--- src/sv/gvtm_pkg.sv ---
// ----------------------------------------------------------------------------
// gvtm_pkg
// Shared types and constants of the grid voltage trip monitor.
// ----------------------------------------------------------------------------
package gvtm_pkg;

	localparam int PHASES  = 3;
	localparam int VOLT_W  = 16;
	localparam int CNT_W   = 16;
	localparam int PHASE_W = 2;
	localparam int CFG_W   = 32;
	localparam int IDX_W   = 3;

	typedef enum logic [IDX_W-1:0] {
		REG_UNDER_THR = 3'd0,
		REG_OVER_THR  = 3'd1,
		REG_RECOVER_W = 3'd2,
		REG_UNDER_TIM = 3'd3,
		REG_OVER_TIM  = 3'd4,
		REG_RECOVER_T = 3'd5,
		REG_PHASE_CNT = 3'd6
	} cfg_reg_t;

	// levels and limits seen by every lane
	typedef struct packed {
		logic [VOLT_W-1:0] deep_lvl;
		logic [VOLT_W-1:0] under_lvl;
		logic [VOLT_W-1:0] over_lvl;
		logic [VOLT_W-1:0] far_lvl;
		logic [VOLT_W-1:0] back_lo;
		logic [VOLT_W-1:0] back_hi;
		logic [CNT_W-1:0]  t_under;
		logic [CNT_W-1:0]  t_deep;
		logic [CNT_W-1:0]  t_over;
		logic [CNT_W-1:0]  t_far;
	} lane_cfg_t;

	typedef struct packed {
		logic trip;
		logic out_win;
	} lane_stat_t;

	typedef struct packed {
		logic upd;
		logic clr;
	} lane_ctrl_t;

	function automatic logic [CNT_W-1:0] sat_inc(input logic [CNT_W-1:0] v);
		return (v == {CNT_W{1'b1}}) ? v : v + CNT_W'(1);
	endfunction

endpackage

--- src/sv/grid_voltage_trip_monitor.sv ---
// ----------------------------------------------------------------------------
// grid_voltage_trip_monitor
// Two-stage over/under voltage relay over up to three phases.
// ----------------------------------------------------------------------------
// result: registered in the output register, or in the skid entry while held
// throughput: one sample per cycle while the skid entry is empty, set by the
//   counter update loop in the phase lanes and the reconnect counter
// output stall: the skid entry takes one more beat, then s_tready drops
// reset: all counters clear, valid flags and config registers go to zero, phase count to three
// ----------------------------------------------------------------------------
module grid_voltage_trip_monitor
	import gvtm_pkg::*;
(
	input  logic             clk,
	input  logic             arst_n,
	input  logic             cfg_we,
	input  logic [IDX_W-1:0] cfg_index,
	input  logic [CFG_W-1:0] cfg_data,
	input  logic             s_tvalid,
	output logic             s_tready,
	input  logic [47:0]      s_tdata,   // volt_phase_a, volt_phase_b, volt_phase_c
	input  logic             s_tuser,   // fault_latched
	output logic             m_tvalid,
	input  logic             m_tready,
	output logic [7:0]       m_tdata    // fault, zero padding
);

	logic [CFG_W-1:0]   under_thr_q, over_thr_q, recover_w_q, under_tim_q, over_tim_q;
	logic [CNT_W-1:0]   recover_t_q;
	logic [PHASE_W-1:0] phase_cnt_q;
	logic [PHASE_W-1:0] n_act;
	lane_cfg_t          lcfg;
	lane_stat_t         stat [PHASES];
	lane_ctrl_t         ctrl [PHASES];
	logic               accept;
	logic               fault;
	logic               out_valid_q, out_q, skid_valid_q, skid_q;
	logic               m_take;

	always_ff @(posedge clk or negedge arst_n) begin
		if (!arst_n) begin
			under_thr_q <= '0;
			over_thr_q  <= '0;
			recover_w_q <= '0;
			under_tim_q <= '0;
			over_tim_q  <= '0;
			recover_t_q <= '0;
			phase_cnt_q <= PHASE_W'(3);
		end else if (cfg_we) begin
			unique case (cfg_index)
				REG_UNDER_THR: under_thr_q <= cfg_data;
				REG_OVER_THR:  over_thr_q  <= cfg_data;
				REG_RECOVER_W: recover_w_q <= cfg_data;
				REG_UNDER_TIM: under_tim_q <= cfg_data;
				REG_OVER_TIM:  over_tim_q  <= cfg_data;
				REG_RECOVER_T: recover_t_q <= cfg_data[CNT_W-1:0];
				REG_PHASE_CNT: phase_cnt_q <= cfg_data[PHASE_W-1:0];
				default: ;
			endcase
		end
	end

	assign n_act = (phase_cnt_q > PHASE_W'(PHASES)) ? PHASE_W'(PHASES) : phase_cnt_q;

	assign lcfg.deep_lvl  = under_thr_q[15:0];
	assign lcfg.under_lvl = under_thr_q[31:16];
	assign lcfg.over_lvl  = over_thr_q[15:0];
	assign lcfg.far_lvl   = over_thr_q[31:16];
	assign lcfg.back_lo   = recover_w_q[15:0];
	assign lcfg.back_hi   = recover_w_q[31:16];
	assign lcfg.t_under   = under_tim_q[15:0];
	assign lcfg.t_deep    = under_tim_q[31:16];
	assign lcfg.t_over    = over_tim_q[15:0];
	assign lcfg.t_far     = over_tim_q[31:16];

	assign s_tready = !skid_valid_q;
	assign accept   = s_tvalid && s_tready;

	for (genvar g = 0; g < PHASES; g++) begin : g_lane
		gvtm_lane u_lane (
			.clk    (clk),
			.arst_n (arst_n),
			.volt   (s_tdata[g*VOLT_W +: VOLT_W]),
			.cfg    (lcfg),
			.ctrl   (ctrl[g]),
			.stat   (stat[g])
		);
	end

	gvtm_merge u_merge (
		.clk          (clk),
		.arst_n       (arst_n),
		.stat         (stat),
		.n_act        (n_act),
		.fault_mode   (s_tuser),
		.accept       (accept),
		.recover_time (recover_t_q),
		.ctrl         (ctrl),
		.fault        (fault)
	);

	// output register with one skid entry
	assign m_take = out_valid_q && m_tready;

	always_ff @(posedge clk or negedge arst_n) begin
		if (!arst_n) begin
			out_valid_q  <= 1'b0;
			skid_valid_q <= 1'b0;
		end else if (out_valid_q && !m_take) begin
			if (accept)
				skid_valid_q <= 1'b1;
		end else if (skid_valid_q) begin
			out_valid_q  <= 1'b1;
			skid_valid_q <= 1'b0;
		end else begin
			out_valid_q <= accept;
		end
	end

	always_ff @(posedge clk) begin
		if (out_valid_q && !m_take) begin
			if (accept)
				skid_q <= fault;
		end else if (skid_valid_q) begin
			out_q <= skid_q;
		end else if (accept) begin
			out_q <= fault;
		end
	end

	assign m_tvalid = out_valid_q;
	assign m_tdata  = {7'b0, out_q};

	a_skid_behind_out: assert property (@(posedge clk) disable iff (!arst_n)
		skid_valid_q |-> out_valid_q)
		else $error("skid entry held with empty output register");

	a_beat_lands: assert property (@(posedge clk) disable iff (!arst_n)
		accept |=> m_tvalid)
		else $error("accepted beat produced no result");

endmodule

--- src/sv/gvtm_lane.sv ---
// ----------------------------------------------------------------------------
// gvtm_lane
// One phase: voltage class, duration counters and trip candidate.
// ----------------------------------------------------------------------------
module gvtm_lane
	import gvtm_pkg::*;
(
	input  logic              clk,
	input  logic              arst_n,
	input  logic [VOLT_W-1:0] volt,
	input  lane_cfg_t         cfg,
	input  lane_ctrl_t        ctrl,
	output lane_stat_t        stat
);

	logic [CNT_W-1:0] deep_q, under_q, over_q, far_q;
	logic [CNT_W-1:0] deep_d, under_d, over_d, far_d;
	logic             trip;

	always_comb begin
		deep_d  = '0;
		under_d = '0;
		over_d  = '0;
		far_d   = '0;
		trip    = 1'b0;
		if (volt < cfg.deep_lvl) begin
			deep_d  = sat_inc(deep_q);
			under_d = sat_inc(under_q);
			if (deep_d >= cfg.t_deep) begin
				deep_d  = '0;
				under_d = '0;
				trip    = 1'b1;
			end
		end else if (volt < cfg.under_lvl) begin
			under_d = sat_inc(under_q);
			if (under_d >= cfg.t_under) begin
				under_d = '0;
				trip    = 1'b1;
			end
		end else if (volt > cfg.far_lvl) begin
			over_d = sat_inc(over_q);
			far_d  = sat_inc(far_q);
			if (far_d >= cfg.t_far) begin
				over_d = '0;
				far_d  = '0;
				trip   = 1'b1;
			end
		end else if (volt > cfg.over_lvl) begin
			over_d = sat_inc(over_q);
			if (over_d >= cfg.t_over) begin
				over_d = '0;
				trip   = 1'b1;
			end
		end
	end

	assign stat.trip    = trip;
	assign stat.out_win = (volt < cfg.back_lo) || (volt > cfg.back_hi);

	always_ff @(posedge clk or negedge arst_n) begin
		if (!arst_n) begin
			deep_q  <= '0;
			under_q <= '0;
			over_q  <= '0;
			far_q   <= '0;
		end else if (ctrl.clr) begin
			deep_q  <= '0;
			under_q <= '0;
			over_q  <= '0;
			far_q   <= '0;
		end else if (ctrl.upd) begin
			deep_q  <= deep_d;
			under_q <= under_d;
			over_q  <= over_d;
			far_q   <= far_d;
		end
	end

endmodule

--- src/sv/gvtm_merge.sv ---
// ----------------------------------------------------------------------------
// gvtm_merge
// Combines lane findings: first-trip priority, reconnect counter, result.
// ----------------------------------------------------------------------------
module gvtm_merge
	import gvtm_pkg::*;
(
	input  logic               clk,
	input  logic               arst_n,
	input  lane_stat_t         stat [PHASES],
	input  logic [PHASE_W-1:0] n_act,
	input  logic               fault_mode,
	input  logic               accept,
	input  logic [CNT_W-1:0]   recover_time,
	output lane_ctrl_t         ctrl [PHASES],
	output logic               fault
);

	logic [CNT_W-1:0]  rc_q;
	logic [CNT_W-1:0]  rc_next;
	logic              blocked;
	logic              restart;
	logic              release_now;
	logic              clr_all;
	logic [PHASES-1:0] upd_trip;

	always_comb begin
		blocked = 1'b0;
		restart = 1'b0;
		for (int i = 0; i < PHASES; i++) begin
			ctrl[i].upd = accept && !fault_mode && (PHASE_W'(i) < n_act) && !blocked;
			ctrl[i].clr = clr_all;
			upd_trip[i] = ctrl[i].upd && stat[i].trip;
			// a trip stops the scan of later phases
			if ((PHASE_W'(i) < n_act) && stat[i].trip)
				blocked = 1'b1;
			if ((PHASE_W'(i) < n_act) && stat[i].out_win)
				restart = 1'b1;
		end
	end

	assign rc_next     = restart ? CNT_W'(1) : sat_inc(rc_q);
	assign release_now = rc_next > recover_time;
	assign clr_all     = accept && fault_mode && release_now;
	assign fault       = fault_mode ? !release_now : blocked;

	always_ff @(posedge clk or negedge arst_n) begin
		if (!arst_n) begin
			rc_q <= '0;
		end else if (accept && fault_mode) begin
			rc_q <= release_now ? '0 : rc_next;
		end
	end

	a_one_trip: assert property (@(posedge clk) disable iff (!arst_n)
		$onehot0(upd_trip))
		else $error("more than one lane tripped on one beat");

	a_release_clears: assert property (@(posedge clk) disable iff (!arst_n)
		clr_all |=> (rc_q == '0))
		else $error("reconnect counter not cleared on release");

	a_modes_apart: assert property (@(posedge clk) disable iff (!arst_n)
		ctrl[0].clr |-> !ctrl[0].upd && fault_mode && !fault)
		else $error("release overlaps a normal-mode update");

endmodule

--- config.mk ---
export PLATFORM = sky130hd
export DESIGN_NAME = grid_voltage_trip_monitor
export DESIGN_NICKNAME = d
export VERILOG_FILES = /design/src/sv/gvtm_pkg.sv /design/src/sv/grid_voltage_trip_monitor.sv /design/src/sv/gvtm_lane.sv /design/src/sv/gvtm_merge.sv
export SDC_FILE = /design/constraint.sdc
export NUM_CORES = 2
export LEC_CHECK = 0
export BUFFER_PORTS_ARGS = -buffer_cell sky130_fd_sc_hd__buf_2
export CAP_MARGIN = 20
export CORE_UTILIZATION = 55
export CTS_CLUSTER_SIZE = 25
export DETAILED_ROUTE_END_ITERATION = 6
export PLACE_DENSITY = 0.79
export SLEW_MARGIN = 10
export SYNTH_ARGS = -nofsm -noshare
export SYNTH_HDL_FRONTEND = slang
export SYNTH_SLANG_ARGS = --single-unit
--- constraint.sdc ---
create_clock -name clk -period 4.8 [get_ports clk]
set_input_delay 0.24 -clock clk [delete_from_list [all_inputs] [get_ports clk]]
set_output_delay 0.24 -clock clk [all_outputs]
set_load 0.02 [all_outputs]
=== Yosys cells after proc, flatten, opt, wreduce, memory -nomap -nowiden ===
Index checks and enable logic that the tools add are counted.
Widths: inputs -> output; s select.

* Output and inout bits: 10
* Register bits after elaboration: 390

* Bitwise operators: 1
* Add/subtract/negate cells: 13
* Reduce and logical (&&, ||, !) cells: 40
* Equality and inequality tests: 20
* Muxes and demuxes: 124
* Magnitude comparators: 35

{| class="wikitable"
|+ Operators by type and width
! operator !! count
|-
| $mux 16 || 87
|-
| $add 16x1->16 const B || 13
|-
| $eq 16x16->1 const B || 13
|-
| $ge 16x16->1 || 12
|-
| $gt 16x16->1 || 10
|-
| $lt 16x16->1 || 9
|-
| $mux 1 || 36
|-
| $reduce_and 2->1 || 9
|-
| $logic_and 1x1->1 || 17
|-
| $eq 3x3->1 const B || 3
|-
| $reduce_bool 2->1 || 4
|-
| $eq 3x2->1 const B || 2
|-
| $logic_not 1->1 || 6
|-
| $lt 1x2->1 const A || 2
|-
| $eq 3x1->1 const B || 1
|-
| $logic_not 3->1 || 1
|-
| $logic_or 1x1->1 || 3
|-
| $gt 2x2->1 const B || 1
|-
| $lt 2x2->1 const A || 1
|-
| $mux 2 || 1
|-
| $ne 2x1->1 const B || 1
|-
| $not 1->1 || 1
|}

=== Longest topological paths before layout ===
* Depth in word-level cells: 15
* Mapped depth: 25
* Mapped depth without buffers: 21

=== Hierarchy ===
A second synthesis with hierarchy kept.

* Cells, all modules: 3606
* Area, all modules: 32844.0 sq um

{| class="wikitable"
|+ By module, submodules not included
! module !! cells an instance !! instances !! area an instance (sq um)
|-
| gvtm_lane || 992 || 3 || 8007.7
|-
| grid_voltage_trip_monitor || 405 || 1 || 7114.3
|-
| gvtm_merge || 225 || 1 || 1706.6
|}

=== Least setup slack after synthesis ===
No wires, ideal clock.

* Path type: flip-flop to flip-flop
* From: register recover_w_q[25]
* To: register g_lane[2].u_lane.over_q[10]
* Clock period less this slack: 4821 ps
* Buffers on the path: 3
* Data required time: 4717 ps
* Arrival time: 4739 ps
* Cell stages (with the launch flop): 24
* Setup slack: -21 ps
* Cells stage by stage: dfrtp_1 inv_1 ha_1 a21o_1 a21o_1 a211o_1 o211ai_1 a21oi_1 nor4_1 nand2_1 clkbuf_1 nor2_1 ha_1 a211oi_1 nor2_1 or3_1 a221oi_1 a21o_1 nor2_1 clkbuf_1 nor3_2 clkbuf_1 nand2_1 o21ai_0

* Word-level cells in the longest chain between the ends: 10

{| class="wikitable"
|+ Ends and longest elaborated chain
! element !! line !! text
|-
| start, declared || grid_voltage_trip_monitor.sv:28 || <nowiki>logic [CFG_W-1:0] under_thr_q, over_thr_q, recover_w_q, under_tim_q, over_tim_q;</nowiki>
|-
| start signal, assigned || grid_voltage_trip_monitor.sv:53 || <nowiki>REG_RECOVER_W: recover_w_q <= cfg_data;</nowiki>
|-
| $gt 16x16->1 || gvtm_lane.sv:58 || <nowiki>assign stat.out_win = (volt < cfg.back_lo) || (volt > cfg.back_hi);</nowiki>
|-
| $logic_or 1x1->1 || gvtm_lane.sv:58 ||
|-
| $logic_and 1x1->1 || gvtm_merge.sv:37 || <nowiki>if ((PHASE_W'(i) < n_act) && stat[i].out_win)</nowiki>
|-
| $mux 1 (2 in series) || gvtm_merge.sv:37 ||
|-
| $mux 1 * || gvtm_merge.sv:37 ||
|-
| $mux 16 * || gvtm_merge.sv:42 || <nowiki>assign rc_next = restart ? CNT_W'(1) : sat_inc(rc_q);</nowiki>
|-
| $gt 16x16->1 * || gvtm_merge.sv:43 || <nowiki>assign release_now = rc_next > recover_time;</nowiki>
|-
| $logic_and 1x1->1 * || gvtm_merge.sv:44 || <nowiki>assign clr_all = accept && fault_mode && release_now;</nowiki>
|-
| $mux 16 / $reduce_bool 2->1 (equally long branches) || n/a ||
|-
| end signal, assigned || gvtm_lane.sv:74 || <nowiki>over_q <= over_d;</nowiki>
|-
| end, declared || gvtm_lane.sv:16 || <nowiki>logic [CNT_W-1:0] deep_q, under_q, over_q, far_q;</nowiki>
|}

Mark *: on every way between the ends. The rest lies on a longest branch, timed or not.
A chain may end at the register's enable or synchronous reset.

=== Worst setup path in the final report ===
* From: register recover_w_q[7]
* To: register g_lane[0].u_lane.far_q[14]

* Word-level cells in the longest chain between the ends: 10

{| class="wikitable"
|+ Ends and longest elaborated chain
! element !! line !! text
|-
| $lt 16x16->1 || gvtm_lane.sv:58 ||
|-
| $logic_or 1x1->1 || gvtm_lane.sv:58 ||
|-
| $logic_and 1x1->1 || gvtm_merge.sv:37 ||
|-
| $mux 1 (2 in series) || gvtm_merge.sv:37 ||
|-
| $mux 1 * || gvtm_merge.sv:37 ||
|-
| $mux 16 * || gvtm_merge.sv:42 ||
|-
| $gt 16x16->1 * || gvtm_merge.sv:43 ||
|-
| $logic_and 1x1->1 * || gvtm_merge.sv:44 ||
|-
| $mux 16 / $reduce_bool 2->1 (equally long branches) || n/a ||
|-
| end signal, assigned || gvtm_lane.sv:75 || <nowiki>far_q <= far_d;</nowiki>
|-
| end, declared || gvtm_lane.sv:16 ||
|}

Marks and branches as above.

==> impl_metrics.csv <==
group,metric,value,unit
finish,drive_gt1_share,14.53,%
setup_path,cp-start-kind,"register",
global_route,grt_usage,32.28,%
power_and_ir_drop,powerDensity,336.6,mW/mm2
setup_path,worstSetupPathType,"register to register",
timing,hold_violations,0,
setup_path,cp_slowest_cell,"or3_4",
detailed_routing,drt_iter0_drc,2716,
setup_path,critical_path.cell_chain,"inv_1, ha_1, and4_1, o21ai_0, o211ai_1, a21oi_1, nor4_2, nand2_1, buf_12, nor2_1, ha_1, a21oi_1, a21oi_1, or3_4, a221oi_2, buf_4, a21o_1, nor2_1, clkbuf_16, nor2_4, buf_12, buf_12, clkbuf_16, a32o_1",
floorplanning,die_x,238.0,um
power_and_ir_drop,pwr-share-seq,33.3,%
placement,dpl.hpwl,69010,um
floorplanning,initial_utilization,55.61,%
detailed_routing,drt_wl_total,93740,um
power_and_ir_drop,p_clk_share,30.9,%
power_and_ir_drop,comb_power_share,35.8,%
setup_path,worst-path-max-fanout,8,
detailed_routing,drcViolationCount,0,
setup_path,critPathCaptureType,"register",
timing,skew,0.04037,ns
finish,nets,4348,
setup_path,worstRegToRegCells,24,
power_and_ir_drop,intPower,7.582,mW
global_route,grt_first_pass_wirelength,143800,um
synthesis,ys_warn_count,0,
synthesis,synthDistinctLibCells,71,
synthesis,synth-async-reset-ratio,99.49,%
finish,area_growth,15.59,%
outcome,status,"finished, final reports clean",
placement,portBuffers,91,
floorplanning,die_area,0.05665,mm2
finish,fillCellCount,4498,
synthesis,yosys.area.top_type,"dfrtp_1",
clock_network,clk_pin_slew_worst_paths,0.07,ns
setup_path,reg2reg_to,"g_lane[0].u_lane.far_q[14]$_DFFE_PN0P_",
clock_network,clk-insertion-delay-late,0.61,ns
placement,dpl.cell_count,4435,
timing,min_period,4.734,ns
synthesis,syn_area,0.03064,mm2
floorplanning,rows,86,
timing,fin_crit_sh,98.63,%
power_and_ir_drop,ir_worst_vdd,0.3198,mV
global_route,antenna_found_initial,4,
power_and_ir_drop,p_sw,4.340,mW
finish,final_cells,4542,
setup_path,reg2reg_slack,0.07,ns
synthesis,yosys_register_bits,390,
setup_path,crit_start,"recover_w_q[7]$_DFFE_PN0P_",
timing,max_freq,211.2,MHz
timing,worst_pin_slew,1.065,ns
synthesis,synth_top_area_share,31.53,%
detailed_routing,vias,27950,
placement,routabilityCongestion,1.046,
timing,report.final.slew_viol_count,0,
synthesis,synth_enable_flop_cells,2,
setup_path,crit_required,5.32,ns
synthesis,synth_area_per_cell,8.711,um2
timing,maxSlewHeadroom,28.67,%
setup_path,r2r-start,"recover_w_q[7]$_DFFE_PN0P_",
global_route,overflow,0,
setup_path,worstPathArrival,5.25,ns
floorplanning,core_area,0.05509,mm2
detailed_routing,drtPass1Iterations,6,
detailed_routing,ant_nets,0,
synthesis,synth_area_leaders,"dfrtp_1 (32%), ha_1 (20%), o21ai_0 (5.1%), nand2_1 (5.0%), a21oi_1 (3.3%)",
hold_path,hold_start,"cfg_data[23]",
power_and_ir_drop,power_switching_share,36.40,%
clock_network,cts_tree,"built",
floorplanning,num_io_pins,99,
timing,setup_viol,0,
setup_path,slowest_delay,0.37,ns
clock_network,cts.sinks,390,
placement,placed_area,0.03322,mm2
clock_network,clockBufferDepth,3,
synthesis,synth_cells,3517,
clock_network,cts-root-buf,"clkbuf_16",
job,maxCapViolations,0,
clock_network,cts_htree_levels,2,
global_route,grt_max_degree,107,
power_and_ir_drop,p_leak,17.31,nW
floorplanning,die_y,238.0,um
global_route,first_global_vias,26230,
timing,setup_tns,0,ns
hold_path,hold_class,"input pin to register",
synthesis,seq_area_frac_synth,31.89,%
setup_path,crit_end,"g_lane[0].u_lane.far_q[14]$_DFFE_PN0P_",
clock_network,numCtsBuffers,46,
detailed_routing,wire_per_inst,20.64,um
detailed_routing,viasPerCell,6.153,
finish,final_area,0.03542,mm2
synthesis,synth_flop_cell,"dfrtp_1",
[power by group through the flow]
stage / sequential (mW) / clock, mW / combinational (mW)
global placement: 4.00 / 0 / 3.81
finish: 3.97 / 3.68 / 4.27
CTS: 3.96 / 3.71 / 4.05
detailed placement: 4.02 / 0 / 3.96
floorplan: 3.96 / 0 / 2.56
global route: 4.02 / 3.85 / 4.72
[per-layer routing]
layer	GRT usage, %	up-vias	wire (um)
met5	0	-	20
met4	13.85	2	4345
met3	5.993	263	8515
met2	49.84	1159	41090
met1	44.27	13280	39770
li1	-	13250	-
[state kept, by name, indices dropped and copies added, names as in the netlist]
name / cells
g_lane.u_lane.over_q: 48
m_tvalid: 1
out_q: 1
g_lane.u_lane.deep_q: 48
under_thr_q: 32
u_merge.rc_q: 16
g_lane.u_lane.far_q: 48
recover_w_q: 32
g_lane.u_lane.under_q: 48
under_tim_q: 32
over_tim_q: 32
skid_q: 1
over_thr_q: 32
skid_valid_q: 1
phase_cnt_q: 2
recover_t_q: 16
[metrics by stage]
step / util (%) / power, mW / worst slack [ns] / hold slack (ns)
after floorplan: - / 6.511 / 0.03419 / -0.05559
after global placement: 60.30 / 7.803 / -0.09424 / 0.3449
after detailed placement: 60.30 / 7.977 / -0.3202 / 0.3519
after CTS: 63.37 / 11.73 / 0.005659 / 0.009315
after global routing: 64.28 / 12.59 / -0.1038 / 0.02847
final: 64.28 / 11.92 / 0.06589 / 0.02492
[layout by cell type, fill, tap and decap left out, drive strengths merged, types with 27 or more instances in the layout]
master and instances:
mux2 70, a22o 30, nor3 44, nand2b 46, nor2 209, buf 299
clkbuf 71, nand2 405, o21ai 313, ha 500, nand3 170, o31ai 47
o211ai 27, a211oi 31, inv 235, a21oi 202, a21o 73, and3 46
dfrtp 386, nand4 97, xnor2 85, nor2b 46, xor2 38, o21a 30
[cell usage after synthesis, types with 6 or more instances]
master	n
o21ai_0	310
a22o_1	30
a32o_1	26
nor3_1	43
and2_1	21
inv_1	234
nor2b_1	46
a41oi_1	9
nand2b_1	46
xor2_1	38
buf_4	8
nor3b_1	10
a2111oi_0	7
o31ai_1	47
buf_2	10
nand2_1	405
mux2i_1	8
nand3b_1	6
nor4_1	11
clkbuf_1	97
ha_1	500
and3_1	46
or4_1	6
or2_2	20
o211ai_1	27
o21a_1	30
xnor2_1	85
a221oi_1	7
mux2_2	70
nor2_1	208
nand4_1	97
a211o_1	16
dfrtp_1	386
o41ai_1	8
or3_1	17
o22ai_1	8
nand3_1	170
a31oi_1	16
and4_1	20
a21oi_1	201
a211oi_1	31
a21o_1	73
[timing repair]
| action | 4_1_cts | 5_1_grt |
|---|---|---|
| gates resized for setup | 18 | 82 |
| hold buffers | 4 | 0 |
| endpoints found under the hold margin | 108 | 0 |
| setup buffers | 3 | 13 |
| endpoints found under the setup margin | 199 | 208 |
| pin swaps | 3 | 36 |
| gates cloned | 0 | 4 |
[worst max-delay path: cells and delay by family, from the launching register on]
kind / cells / cell delay, ns
flip-flops: 1 / 0.33
buffers and inverters: 7 / 1.10
AO/OA/AOI/OAI: 8 / 1.23
adder cells (fa/ha/maj): 2 / 0.57
AND/OR/NAND/NOR: 7 / 1.40
[worst min path at each step]
stage                                                     to  slack [ns]  cells after the start
finish                           under_thr_q[23]$_DFFE_PN0P_        0.02                      3
global route                     under_thr_q[18]$_DFFE_PN0P_        0.03                      3
CTS                                over_thr_q[3]$_DFFE_PN0P_       0.009                      3
detailed placement   g_lane[0].u_lane.under_q[4]$_DFFE_PN0P_        0.35                      1
global placement    g_lane[0].u_lane.under_q[11]$_DFFE_PN0P_        0.34                      1
floorplan             g_lane[0].u_lane.deep_q[0]$_DFFE_PN0P_       -0.06                      0
[layout make-up]
class	count	area, um2	area share (%)
sequential	390	9772	27.59
multi-input combinational	2780	19910	56.22
tap	748	935.9	2.643
clock buffer	67	1300	3.671
antenna	1	2.502	0.007066
clock inverter	15	259.0	0.7313
inverter	234	878.3	2.480
timing repair buffer	307	2357	6.656
[logic make-up after synthesis]
family	share of synthesized area (%)
other cells	0.01224
simple gates	18.63
xor+xnor	3.516
flops	31.89
compound gates	18.23
buf+inv	4.464
fa+ha+maj	20.42
mux	2.834
Note: power is estimated with default switching activity, not from simulation.
